## src/design/grsc_pkg.sv

```systemverilog
// types, constants and the sine table generator for the gimbal roll sine commutation unit
// holds the microcode program shared by the sequencer; no dependencies
`default_nettype none

package grsc_pkg;

  // configuration register indexes
  localparam logic [1:0] REG_DRIVE_POWER      = 2'd0;
  localparam logic [1:0] REG_ROTATION_FORWARD = 2'd1;
  localparam logic [1:0] REG_STEP_SCALE       = 2'd2;

  // register reset values
  localparam logic [7:0]  DRIVE_POWER_RESET = 8'd50;
  localparam logic        ROTATION_RESET    = 1'b1;
  localparam logic [15:0] STEP_SCALE_RESET  = 16'd1049;

  // angle constants in binary angle units
  localparam logic [16:0] QUARTER_TURN   = 17'd16384;
  localparam logic [16:0] ONE_DEGREE     = 17'd182;
  localparam logic [15:0] THIRD_TURN     = 16'd21845;
  localparam logic [15:0] TWO_THIRD_TURN = 16'd43691;

  // percent clamp and command saturation
  localparam logic [7:0]  FULL_POWER  = 8'd100;
  localparam logic [13:0] COMMAND_SAT = 14'd16383;

  // divide by 100 as multiply by ceil(2^30/100), exact for dividends below 2^23
  localparam logic [23:0] RECIP_100   = 24'd10737419;
  localparam int unsigned RECIP_SHIFT = 30;

  localparam logic [63:0] HALF_PI_Q30 = 64'd1686629713;

  // sequencer steps
  localparam int unsigned STEP_W = 4;
  typedef logic [STEP_W-1:0] step_t;

  localparam step_t STEP_IDLE    = 4'd0;
  localparam step_t STEP_ROLL    = 4'd1;
  localparam step_t STEP_ABS     = 4'd2;
  localparam step_t STEP_STEPMUL = 4'd3;
  localparam step_t STEP_UPDATE  = 4'd4;
  localparam step_t STEP_LOOKUP  = 4'd5;
  localparam step_t STEP_MULA    = 4'd6;
  localparam step_t STEP_MULB    = 4'd7;
  localparam step_t STEP_STORE   = 4'd8;
  localparam step_t STEP_OUTPUT  = 4'd9;

  typedef enum logic [3:0] {
    OP_IDLE,
    OP_ROLL,
    OP_ABS,
    OP_STEPMUL,
    OP_UPDATE,
    OP_LOOKUP,
    OP_MULA,
    OP_MULB,
    OP_STORE,
    OP_OUTPUT
  } op_t;

  typedef enum logic [1:0] {
    JMP_NEXT,
    JMP_WAIT_IN,
    JMP_LOOP,
    JMP_WAIT_OUT
  } jmp_t;

  typedef struct packed {
    op_t   op;
    jmp_t  jmp;
    step_t target;
  } uword_t;

  // control store
  function automatic uword_t ucode(input step_t step);
    uword_t w;
    case (step)
      STEP_IDLE:    w = '{op: OP_IDLE,    jmp: JMP_WAIT_IN,  target: STEP_IDLE};
      STEP_ROLL:    w = '{op: OP_ROLL,    jmp: JMP_NEXT,     target: STEP_IDLE};
      STEP_ABS:     w = '{op: OP_ABS,     jmp: JMP_NEXT,     target: STEP_IDLE};
      STEP_STEPMUL: w = '{op: OP_STEPMUL, jmp: JMP_NEXT,     target: STEP_IDLE};
      STEP_UPDATE:  w = '{op: OP_UPDATE,  jmp: JMP_NEXT,     target: STEP_IDLE};
      STEP_LOOKUP:  w = '{op: OP_LOOKUP,  jmp: JMP_NEXT,     target: STEP_IDLE};
      STEP_MULA:    w = '{op: OP_MULA,    jmp: JMP_NEXT,     target: STEP_IDLE};
      STEP_MULB:    w = '{op: OP_MULB,    jmp: JMP_NEXT,     target: STEP_IDLE};
      STEP_STORE:   w = '{op: OP_STORE,   jmp: JMP_LOOP,     target: STEP_LOOKUP};
      STEP_OUTPUT:  w = '{op: OP_OUTPUT,  jmp: JMP_WAIT_OUT, target: STEP_IDLE};
      default:      w = '{op: OP_IDLE,    jmp: JMP_WAIT_OUT, target: STEP_IDLE};
    endcase
    return w;
  endfunction

  // q15 sine at a binary angle, taylor series over the first quadrant
  // evaluated at elaboration to fill the table
  function automatic logic signed [15:0] exact_sine(input logic [15:0] bam);
    logic [1:0]         quad;
    logic [63:0]        f;
    logic [63:0]        x;
    logic [63:0]        term;
    logic signed [63:0] sum;
    logic [63:0]        q15;
    logic [15:0]        mag;
    quad = bam[15:14];
    f    = {50'd0, bam[13:0]};
    if (quad[0]) begin
      f = 64'd16384 - f;
    end
    x    = (f * HALF_PI_Q30) >> 14;
    term = x;
    sum  = signed'(x);
    for (int n = 1; n <= 6; n++) begin
      term = (((term * x) >> 30) * x) >> 30;
      term = term / 64'((2 * n) * (2 * n + 1));
      if (n % 2 == 1) begin
        sum = sum - signed'(term);
      end else begin
        sum = sum + signed'(term);
      end
    end
    if (sum < 0) begin
      sum = 64'sd0;
    end
    q15 = (unsigned'(sum) + 64'd16384) >> 15;
    if (q15 > 64'd32767) begin
      q15 = 64'd32767;
    end
    mag = q15[15:0];
    return quad[1] ? -signed'(mag) : signed'(mag);
  endfunction

endpackage

`default_nettype wire

```

## src/design/gimbal_roll_sine_commutation_unit.sv

```systemverilog
// top level of the gimbal roll sine commutation unit: microcoded sequencer and datapath
// depends on grsc_pkg for the control store, codes and the sine generator
`default_nettype none

// channel   dir  handshake              payload
// s_*       in   s_tvalid / s_tready    roll_angle, signed binary angle
// m_*       out  m_tvalid / m_tready    phase_a, phase_b, phase_c pwm commands
// cfg_*     in   cfg_valid / cfg_ready  register index and write data
//
// one roll sample goes from its transfer to a valid result through four steps of
// speed and step math, then the shared lookup / two multiplies / store loop runs once per
// phase on the single sine rom read port and the one shared multiplier path
// rst is synchronous: registers back to defaults, angle and counter cleared
// the result sits in an output register, so the next sample is taken while it waits;
// the sequencer stalls in its last step only if a previous result is still untaken

module gimbal_roll_sine_commutation_unit #(
  parameter int unsigned MAX_COMMAND      = 9600,
  parameter int unsigned SINE_TABLE_DEPTH = 256
) (
  input  wire logic        clk,
  input  wire logic        rst,
  // roll sample in
  input  wire logic        s_tvalid,
  output logic             s_tready,
  input  wire logic [15:0] s_tdata,   // [15:0] roll_angle
  // commands out
  output logic             m_tvalid,
  input  wire logic        m_tready,
  output logic [47:0]      m_tdata,   // [13:0] phase_a, [27:14] phase_b, [41:28] phase_c,
                                      // [47:42] zero
  // configuration writes
  input  wire logic        cfg_valid,
  output logic             cfg_ready,
  input  wire logic [1:0]  cfg_index,
  input  wire logic [15:0] cfg_data
);
  import grsc_pkg::*;

  localparam int unsigned IW = (SINE_TABLE_DEPTH > 1) ? $clog2(SINE_TABLE_DEPTH) : 1;
  localparam int unsigned PW = 16 + $clog2(SINE_TABLE_DEPTH + 1);
  localparam int unsigned MW = $clog2(MAX_COMMAND + 1);
  localparam int unsigned KW = MW + 7;       // max_command times clamped percent
  localparam int unsigned NW = KW + 16;      // times offset sine
  localparam int unsigned QW = KW + 24;      // quotient by 65536 times reciprocal of 100

  // configuration registers
  logic [7:0]  drive_power;
  logic        rotation_forward;
  logic [15:0] step_scale;

  // sequencer
  step_t  step;
  step_t  step_next;
  uword_t uw;
  logic [1:0] ph;

  // state and datapath
  logic [15:0]        roll;
  logic [15:0]        ea;
  logic [2:0]         pc;
  logic               neg;
  logic               big;
  logic               move;
  logic [14:0]        s;
  logic [31:0]        prod;
  logic [KW-1:0]      k;
  logic [NW-1:0]      num;
  logic [QW-1:0]      quo;
  logic [13:0]        cmd_a;
  logic [13:0]        cmd_b;
  logic [13:0]        cmd_c;
  logic signed [15:0] sin_q;

  // sine rom built at elaboration
  logic signed [15:0] sine_rom [SINE_TABLE_DEPTH];
  for (genvar i = 0; i < SINE_TABLE_DEPTH; i++) begin : g_rom
    assign sine_rom[i] = exact_sine(16'((i * 65536) / SINE_TABLE_DEPTH));
  end

  logic [15:0]    rom_bam;
  logic [PW-1:0]  rom_prod;
  logic [IW-1:0]  rom_idx;
  logic [15:0]    phase_off;
  logic [16:0]    mag;
  logic [6:0]     pct;
  logic [16:0]    three_s;
  logic [2:0]     speed;
  logic [2:0]     period;
  logic [2:0]     pc_inc;
  logic [15:0]    step_amt;
  logic           add;
  logic [QW-1:0]  cmd_full;
  logic [13:0]    cmd_sat;
  logic           out_free;
  logic           in_xfer;

  assign uw        = ucode(step);
  assign cfg_ready = 1'b1;
  assign s_tready  = (uw.op == OP_IDLE);
  assign in_xfer   = s_tvalid && s_tready;
  assign out_free  = !m_tvalid || m_tready;

  always_ff @(posedge clk) begin
    if (rst) begin
      drive_power      <= DRIVE_POWER_RESET;
      rotation_forward <= ROTATION_RESET;
      step_scale       <= STEP_SCALE_RESET;
    end else if (cfg_valid && cfg_ready) begin
      case (cfg_index)
        REG_DRIVE_POWER:      drive_power      <= cfg_data[7:0];
        REG_ROTATION_FORWARD: rotation_forward <= cfg_data[0];
        REG_STEP_SCALE:       step_scale       <= cfg_data;
        default:              ;   // unknown index, write dropped
      endcase
    end
  end

  // next step from the control word's jump field
  always_comb begin
    step_next = step + step_t'(1);
    case (uw.jmp)
      JMP_NEXT:     step_next = step + step_t'(1);
      JMP_WAIT_IN:  step_next = in_xfer ? step + step_t'(1) : step;
      JMP_LOOP:     step_next = (ph != 2'd2) ? uw.target : step + step_t'(1);
      JMP_WAIT_OUT: step_next = out_free ? uw.target : step;
      default:      step_next = STEP_IDLE;
    endcase
  end

  always_ff @(posedge clk) begin
    if (rst) begin
      step <= STEP_IDLE;
    end else begin
      step <= step_next;
    end
  end

  // rom address: roll sample first, then the electrical angle per phase
  always_comb begin
    case (ph)
      2'd1:    phase_off = THIRD_TURN;
      2'd2:    phase_off = TWO_THIRD_TURN;
      default: phase_off = 16'd0;
    endcase
  end

  assign rom_bam  = (uw.op == OP_ROLL) ? roll : ea + phase_off;
  assign rom_prod = PW'(rom_bam) * PW'(SINE_TABLE_DEPTH);
  assign rom_idx  = rom_prod[16 +: IW];

  always_ff @(posedge clk) begin
    sin_q <= sine_rom[rom_idx];
  end

  // roll magnitude, -pi counts as pi
  assign mag = roll[15] ? 17'd65536 - {1'b0, roll} : {1'b0, roll};
  assign pct = (drive_power > FULL_POWER) ? FULL_POWER[6:0] : drive_power[6:0];

  // speed and update period from |sin roll|
  assign three_s = {1'b0, s, 1'b0} + {2'b00, s};
  assign speed   = big ? 3'd4 : 3'd1 + {1'b0, three_s[16:15]};
  assign period  = 3'd5 - speed;
  assign pc_inc  = pc + 3'd1;

  // angle step, only the low 16 bits matter modulo a turn
  assign step_amt = big ? {step_scale[14:0], 1'b0} : prod[30:15];
  assign add      = (!neg) == rotation_forward;

  assign cmd_full = quo >> RECIP_SHIFT;
  assign cmd_sat  = (cmd_full > QW'(COMMAND_SAT)) ? COMMAND_SAT : cmd_full[13:0];

  always_ff @(posedge clk) begin
    if (rst) begin
      ea <= 16'd0;
      pc <= 3'd0;
      ph <= 2'd0;
    end else begin
      case (uw.op)
        OP_ROLL:   ph <= 2'd0;
        OP_UPDATE: begin
          if (pc == 3'd0 && move) begin
            ea <= add ? ea + step_amt : ea - step_amt;
          end
          pc <= (pc_inc >= period) ? 3'd0 : pc_inc;
        end
        OP_STORE:  ph <= ph + 2'd1;
        default:   ;
      endcase
    end
  end

  // datapath payload registers
  always_ff @(posedge clk) begin
    case (uw.op)
      OP_IDLE: begin
        if (in_xfer) begin
          roll <= s_tdata;
        end
      end
      OP_ROLL: begin
        neg  <= roll[15];
        big  <= (mag >= QUARTER_TURN);
        move <= (mag > ONE_DEGREE);
        k    <= KW'(MAX_COMMAND) * KW'(pct);
      end
      OP_ABS:     s    <= sin_q[15] ? 15'(-sin_q) : sin_q[14:0];
      OP_STEPMUL: prod <= 32'({step_scale, 1'b0}) * 32'(s);
      // 32768 plus sine as offset binary
      OP_MULA:    num  <= NW'(k) * NW'({~sin_q[15], sin_q[14:0]});
      OP_MULB:    quo  <= QW'(num[NW-1:16]) * QW'(RECIP_100);
      OP_STORE: begin
        case (ph)
          2'd0:    cmd_a <= cmd_sat;
          2'd1:    cmd_b <= cmd_sat;
          default: cmd_c <= cmd_sat;
        endcase
      end
      // output register loads only once the previous result is gone
      OP_OUTPUT: begin
        if (out_free) begin
          m_tdata <= {6'd0, cmd_c, cmd_b, cmd_a};
        end
      end
      default: ;
    endcase
  end

  // output register valid
  always_ff @(posedge clk) begin
    if (rst) begin
      m_tvalid <= 1'b0;
    end else if (uw.op == OP_OUTPUT && out_free) begin
      m_tvalid <= 1'b1;
    end else if (m_tready) begin
      m_tvalid <= 1'b0;
    end
  end

`ifndef ASSERT_OFF
  // the last step with room in the output register always raises valid
  a_out_load: assert property (@(posedge clk) disable iff (rst)
    (uw.op == OP_OUTPUT && out_free) |=> m_tvalid)
    else $error("result not loaded into output register");

  // the update counter never passes the longest period
  a_pc_range: assert property (@(posedge clk) disable iff (rst)
    pc < 3'd4)
    else $error("period counter out of range");

  // the electrical angle moves only in the update step
  a_ea_hold: assert property (@(posedge clk) disable iff (rst)
    (uw.op != OP_UPDATE) |=> $stable(ea))
    else $error("electrical angle changed outside update step");

  // the step counter stays inside the program
  a_step_range: assert property (@(posedge clk) disable iff (rst)
    step <= STEP_OUTPUT)
    else $error("sequencer left the program");
`endif

endmodule

`default_nettype wire

```

## config.mk

```make
export PLATFORM = sky130hd
export DESIGN_NAME = gimbal_roll_sine_commutation_unit
export DESIGN_NICKNAME = d
export VERILOG_FILES = /design/src/design/grsc_pkg.sv /design/src/design/gimbal_roll_sine_commutation_unit.sv
export SDC_FILE = /design/constraint.sdc
export NUM_CORES = 2
export LEC_CHECK = 0
export ABC_AREA = 1
export BUFFER_PORTS_ARGS = -buffer_cell sky130_fd_sc_hd__buf_4
export CORE_UTILIZATION = 35
export CTS_BUF_LIST = sky130_fd_sc_hd__clkbuf_4 sky130_fd_sc_hd__clkbuf_8
export CTS_CLUSTER_DIAMETER = 40
export DETAILED_ROUTE_END_ITERATION = 8
export PLACE_DENSITY_LB_ADDON = 0.15
export SKIP_CTS_REPAIR_TIMING = 1
export SLEW_MARGIN = 15
export SYNTH_ARGS = -nofsm -noshare
export SYNTH_HDL_FRONTEND = slang
export SYNTH_SLANG_ARGS = --single-unit
```

## constraint.sdc

```tcl
create_clock -name clk -period 19.2 [get_ports clk]
set_clock_uncertainty 0.15 [all_clocks]
set_input_delay 3.84 -clock clk [delete_from_list [all_inputs] [get_ports clk]]
set_output_delay 3.84 -clock clk [all_outputs]
set_load 0.02 [all_outputs]
```

* Word level (Yosys, flattened, before mapping)
Memory sizes are Yosys's and may differ from the RTL's. A register that Yosys moved wholly into a read port is not among the register bits.
Cells that the tools add are included.
** Word-level totals
- Bits in read-only memories :: 4224
- Output and inout port bits :: 51
- Memories :: 2
- Memory bits (writable) :: 0
- Register bits :: 295
- Input bits :: 39
- Bits in latches :: 0
- Logic and storage cells :: 108
** Operators by class
- Reduce and logical (&&, ||, !) cells :: 24
- $add $sub $neg :: 11
- Shift operators :: 0
- Multiply operators :: 4
- $lt $le $gt $ge :: 5
- Bitwise gates (word level) :: 3
- Divide/modulo/power cells :: 0
- Muxes and demuxes :: 19
- Equal/unequal tests :: 19
** Memories
- (no name shown) :: depth 256, bits a word 16, read ports 1, clocked after Yosys merged registers in 1, write ports 0, line gimbal_roll_sine_commutation_unit.sv:153 : sin_q <= sine_rom[rom_idx];
- (no name shown) :: depth 16, bits a word 8, read ports 1, clocked after Yosys merged registers in 1, write ports 0, line grsc_pkg.sv:77 : case (step)
** Operators by type and width (count)
- $mux W16 :: 3
- $mul A21 B24 Y45 const B :: 1
- $add A16 B16 Y16 :: 2
- $pmux W16 S2 :: 1
- $mul A14 B16 Y30 :: 1
- $mul A16 B15 Y30 :: 1
- $mux W4 :: 5
- $reduce_and A2 Y1 :: 10
- $add A16 B15 Y17 :: 1
- $ge A17 B15 Y1 const B :: 1
- $gt A17 B8 Y1 const B :: 1
- $mux W17 :: 1
- $sub A17 B16 Y17 const A :: 1
- $pmux W4 S4 :: 1
- $sub A16 B16 Y16 :: 1
- $gt A15 B14 Y1 const B :: 1
- $mux W15 :: 1
- $neg A15 Y15 :: 1
- $mul A7 B7 Y14 const A :: 1
- $mux W14 :: 1
- $eq A4 B3 Y1 const B :: 3
- $not A8 Y9 :: 1
- $eq A2 B2 Y1 const B :: 4
- $eq A4 B2 Y1 const B :: 2
- 25 further kinds :: 39

* Depth between registers and ports, before layout
- Depth after elaboration :: 6
- Gate-level depth with buffers :: 29
- Mapped depth without buffers :: 27

* Worst setup path before layout
Ideal clock, no wire load.
- Path kind :: input port to flip-flop
- From :: in m_tready
- To :: reg m_tdata[0], enable pin
- Arrival time :: 5.701 ns
- Stages :: 2
- Slack :: 12.906 ns
- Required time :: 18.607 ns
- Library setup time :: 0.443 ns
- Buffers on the path :: 0
- Cell sequence :: nor2_1 nor2_1
** Between the ends
- Cells in the longest elaborated chain, start to end :: 2
** RTL lines
- start: declaration :: line gimbal_roll_sine_commutation_unit.sv:29 : input wire logic m_tready,
- $logic_or A1 B1 Y1 :: line gimbal_roll_sine_commutation_unit.sv:102 : assign out_free = !m_tvalid || m_tready;
- $reduce_and A2 Y1 (no line)
- end signal: assignment :: line gimbal_roll_sine_commutation_unit.sv:222 : m_tdata <= {6'd0, cmd_c, cmd_b, cmd_a};
- end: declaration :: line gimbal_roll_sine_commutation_unit.sv:30 : output logic [47:0] m_tdata,
Every way passes these cells.
A chain may end at the register's enable or synchronous reset.

* Worst setup path in the final report
- From :: reg num[28]
- To :: reg quo[44], data pin
** Between the ends
- Cells in the longest elaborated chain, start to end :: 1
** RTL lines
- start: declaration :: line gimbal_roll_sine_commutation_unit.sv:68 : logic [NW-1:0] num;
- start signal: assignment :: line gimbal_roll_sine_commutation_unit.sv:210 : OP_MULA: num <= NW'(k) * NW'({~sin_q[15], sin_q[14:0]});
- $mul A21 B24 Y45 :: line gimbal_roll_sine_commutation_unit.sv:211 : OP_MULB: quo <= QW'(num[NW-1:16]) * QW'(RECIP_100);
- end signal: assignment :: line gimbal_roll_sine_commutation_unit.sv:211
- end: declaration :: line gimbal_roll_sine_commutation_unit.sv:69 : logic [QW-1:0] quo;
Every way passes these cells.

==> metrics.yaml <==
status: "complete, but fails checks"
violations: "design-rule violations"
synth_area_leader_cell: "fa_1"
fp-row-count: 124
tightest_slew_ns: 1.13
clkSinkCount: 258
drive_gt1_frac: 0.0569
ys_top_cells_by_count: "nand2_1 (1,160), inv_1 (1,125), fa_1 (519), ha_1 (517), nand3_1 (286)"
vias: 31900
ant_nets: 0
worst_setup_path_start_kind: "register"
drt_first_pass_iters: 8
synth_seq_area_share: 0.173
clk_root_buffer_cell: "clkbuf_8"
final.period_utilization: 0.340
cp_slowest_cell: "fa_1"
grt_overflow: 0
setup.worst_path.end_class: "register"
cts_tree: "built"
die_area_sq_um: 117000
maxSlewViolCount: 0
synth_most_common_cell: "nand2_1"
setup_ws_ns: 12.68
routed_via_density: 4.82
synth_seq_cells: 258
path_clk_slew_ns: 0.06
crit_chain: "fa_1 > inv_1 > fa_1 > inv_1 > fa_1 > fa_1 > fa_1 > inv_1 > fa_1 > inv_1 > ha_1 > ha_1 > nand2_1 > nor2_1 > inv_1 > nor4_1 > nand3_1 > nand3_1 > a31oi_1 > xor2_1"
routed_wl_um: 117000
grt_max_degree: 81
dpl_cell_area_sq_um: 42400
worstHoldPathType: "register to register"
die_w_um: 342
cpLargestDelayFamily: "adder cells"
h-tree-depth: 2
clk-insertion-delay-late_ns: 0.66
preCtsSetupSlack_ns: 12.72
pin_count: 90
avgSynthCellArea_sq_um: 7.97
dieHeight_um: 342
yosysTopAreaCellShare: 0.257
synth.distinct_cells: 59
crit_fanout: 7
r2r_slack_ns: 12.68
postSynthCellCount: 5077
timing.setup.tns_ns: 0
grt_usage: 0.202
drv_cap: 0
synth_edf_count: 184
worst-setup-path-type: "register to register"
grt_pass1_vias: 32800
arrival_ns: 6.75
holdWs_ns: 0.246
ys.warnings.count: 0
critPathMaxStageDelay_ns: 0.67
drtIter0Drc: 1941
antenna_found_initial: 3
netlist_area_sq_um: 40500
finalSetupViolations: 0
initial_core_util: 0.354
cpMostUsedCell: "fa_1"
synth_top_flop_cell: "edfxtp_1"
final-hold-violation-count: 0
cts_buffers: 54
place.gp.congestion: 0.957
required_ns: 19.42
wl_per_cell_um: 17.7
core_sq_um: 115000
areaGrowthSynthToFinish_pct: 7.76
async_flop_share: 0
drc: 8
design_area_sq_um: 43600
rsz0062_at_grt: "false"
cp_num_buf_inv: 5
nets: 6124
finalCriticalPeriod_ns: 6.52
portBuffers: 82
yosys-top-cells-area: "fa_1 (26%), ha_1 (16%), edfxtp_1 (14%), nand2_1 (11%), inv_1 (10%)"
fmax_ghz: 0.153
max_slew_margin: 0.248
cts_buffer_depth: 3
grt_pass1_wl_um: 185000
hpwl_um: 94000
==> state kept, by name (all words and copies together) (netlist names), 8 cells and up <==
register     cells
prod            16
cmd_b           14
ea              16
s               15
cmd_a           14
k               14
step_scale      16
drive_power      8
sin_q           16
quo             15
roll            16
m_tdata         42
cmd_c           14
num             21
==> per-layer routing <==
metal  track usage  vias up  share of wire
met3        0.0202      180          0.040
met5             0        -        0.00011
met2         0.338      783           0.47
met4        0.0601        2          0.029
li1              -    15600              -
met1         0.274    15300           0.46
==> cell usage in the layout, fill, tap and decap left out, types with 11 or more instances in the layout <==
master / count
o21ai_0: 156
clkbuf_8: 57
a21o_1: 12
fa_1: 519
ha_1: 517
buf_4: 114
xnor2_1: 42
nand2_1: 1159
a31oi_1: 17
nor3_1: 26
or2_2: 26
dfxtp_1: 74
nand4_1: 35
nor2_1: 240
o21ai_1: 18
edfxtp_1: 184
inv_1: 1125
nand2_2: 17
clkbuf_4: 14
xor2_1: 83
o21bai_1: 11
nand3_1: 286
o211ai_1: 15
a21oi_1: 213
==> worst paths after layout <==
path	startpoint	endpoint	cells past startpoint
setup / recovery	num[28]	quo[44]	20
hold / removal	cmd_b[6]	m_tdata[20]	0
setup reg to reg	num[28]	quo[44]	20
hold reg to reg	cmd_b[6]	m_tdata[20]	0
==> logic make-up (layout without fill, tap and decap cells) <==
logic type                 count (synthesis)  count (layout)  share of synthesized area
AOI/OAI and AO/OA                        493             493                     0.0680
xor gates and xnor gates                 125             125                     0.0270
adders and majority gates               1036            1036                      0.416
buffers and inverters                   1334            1346                      0.128
DFF                                      258             258                      0.173
other                                      2               9                   0.000186
and+or+nand+nor                         1829            1829                      0.187
==> layout make-up <==
type,count,area (sq um)
Timing Repair Buffer,114,856
Fill cell,12100,70900
Clock inverter,30,349
Inverter,1131,4250
Sequential cell,258,7010
Multi-Input combinational cell,3490,28400
Antenna cell,2,5.00
Clock buffer,71,890
Tap cell,1512,1890
==> per-stage QoR <==
step | utilization | std cells
2_1_floorplan | - | 5082
3_3_place_gp | 0.370 | 6505
3_5_place_dp | 0.370 | 6505
4_1_cts | 0.381 | 6606
5_1_grt | 0.381 | 6608
6_report | 0.381 | 6608
==> worst register-to-register path, delay by kind of cell, from the launching register on <==
family          cells  cell delay (ns)
compound gates      1             0.14
fa+ha+maj           8             3.81
flops               1             0.61
buf+inv             5             0.33
simple gates        5             1.07
xor+xnor            1             0.15
Power is not shown: default switching activity piles up to over one toggle a cycle in this logic, so the estimate is an artifact.
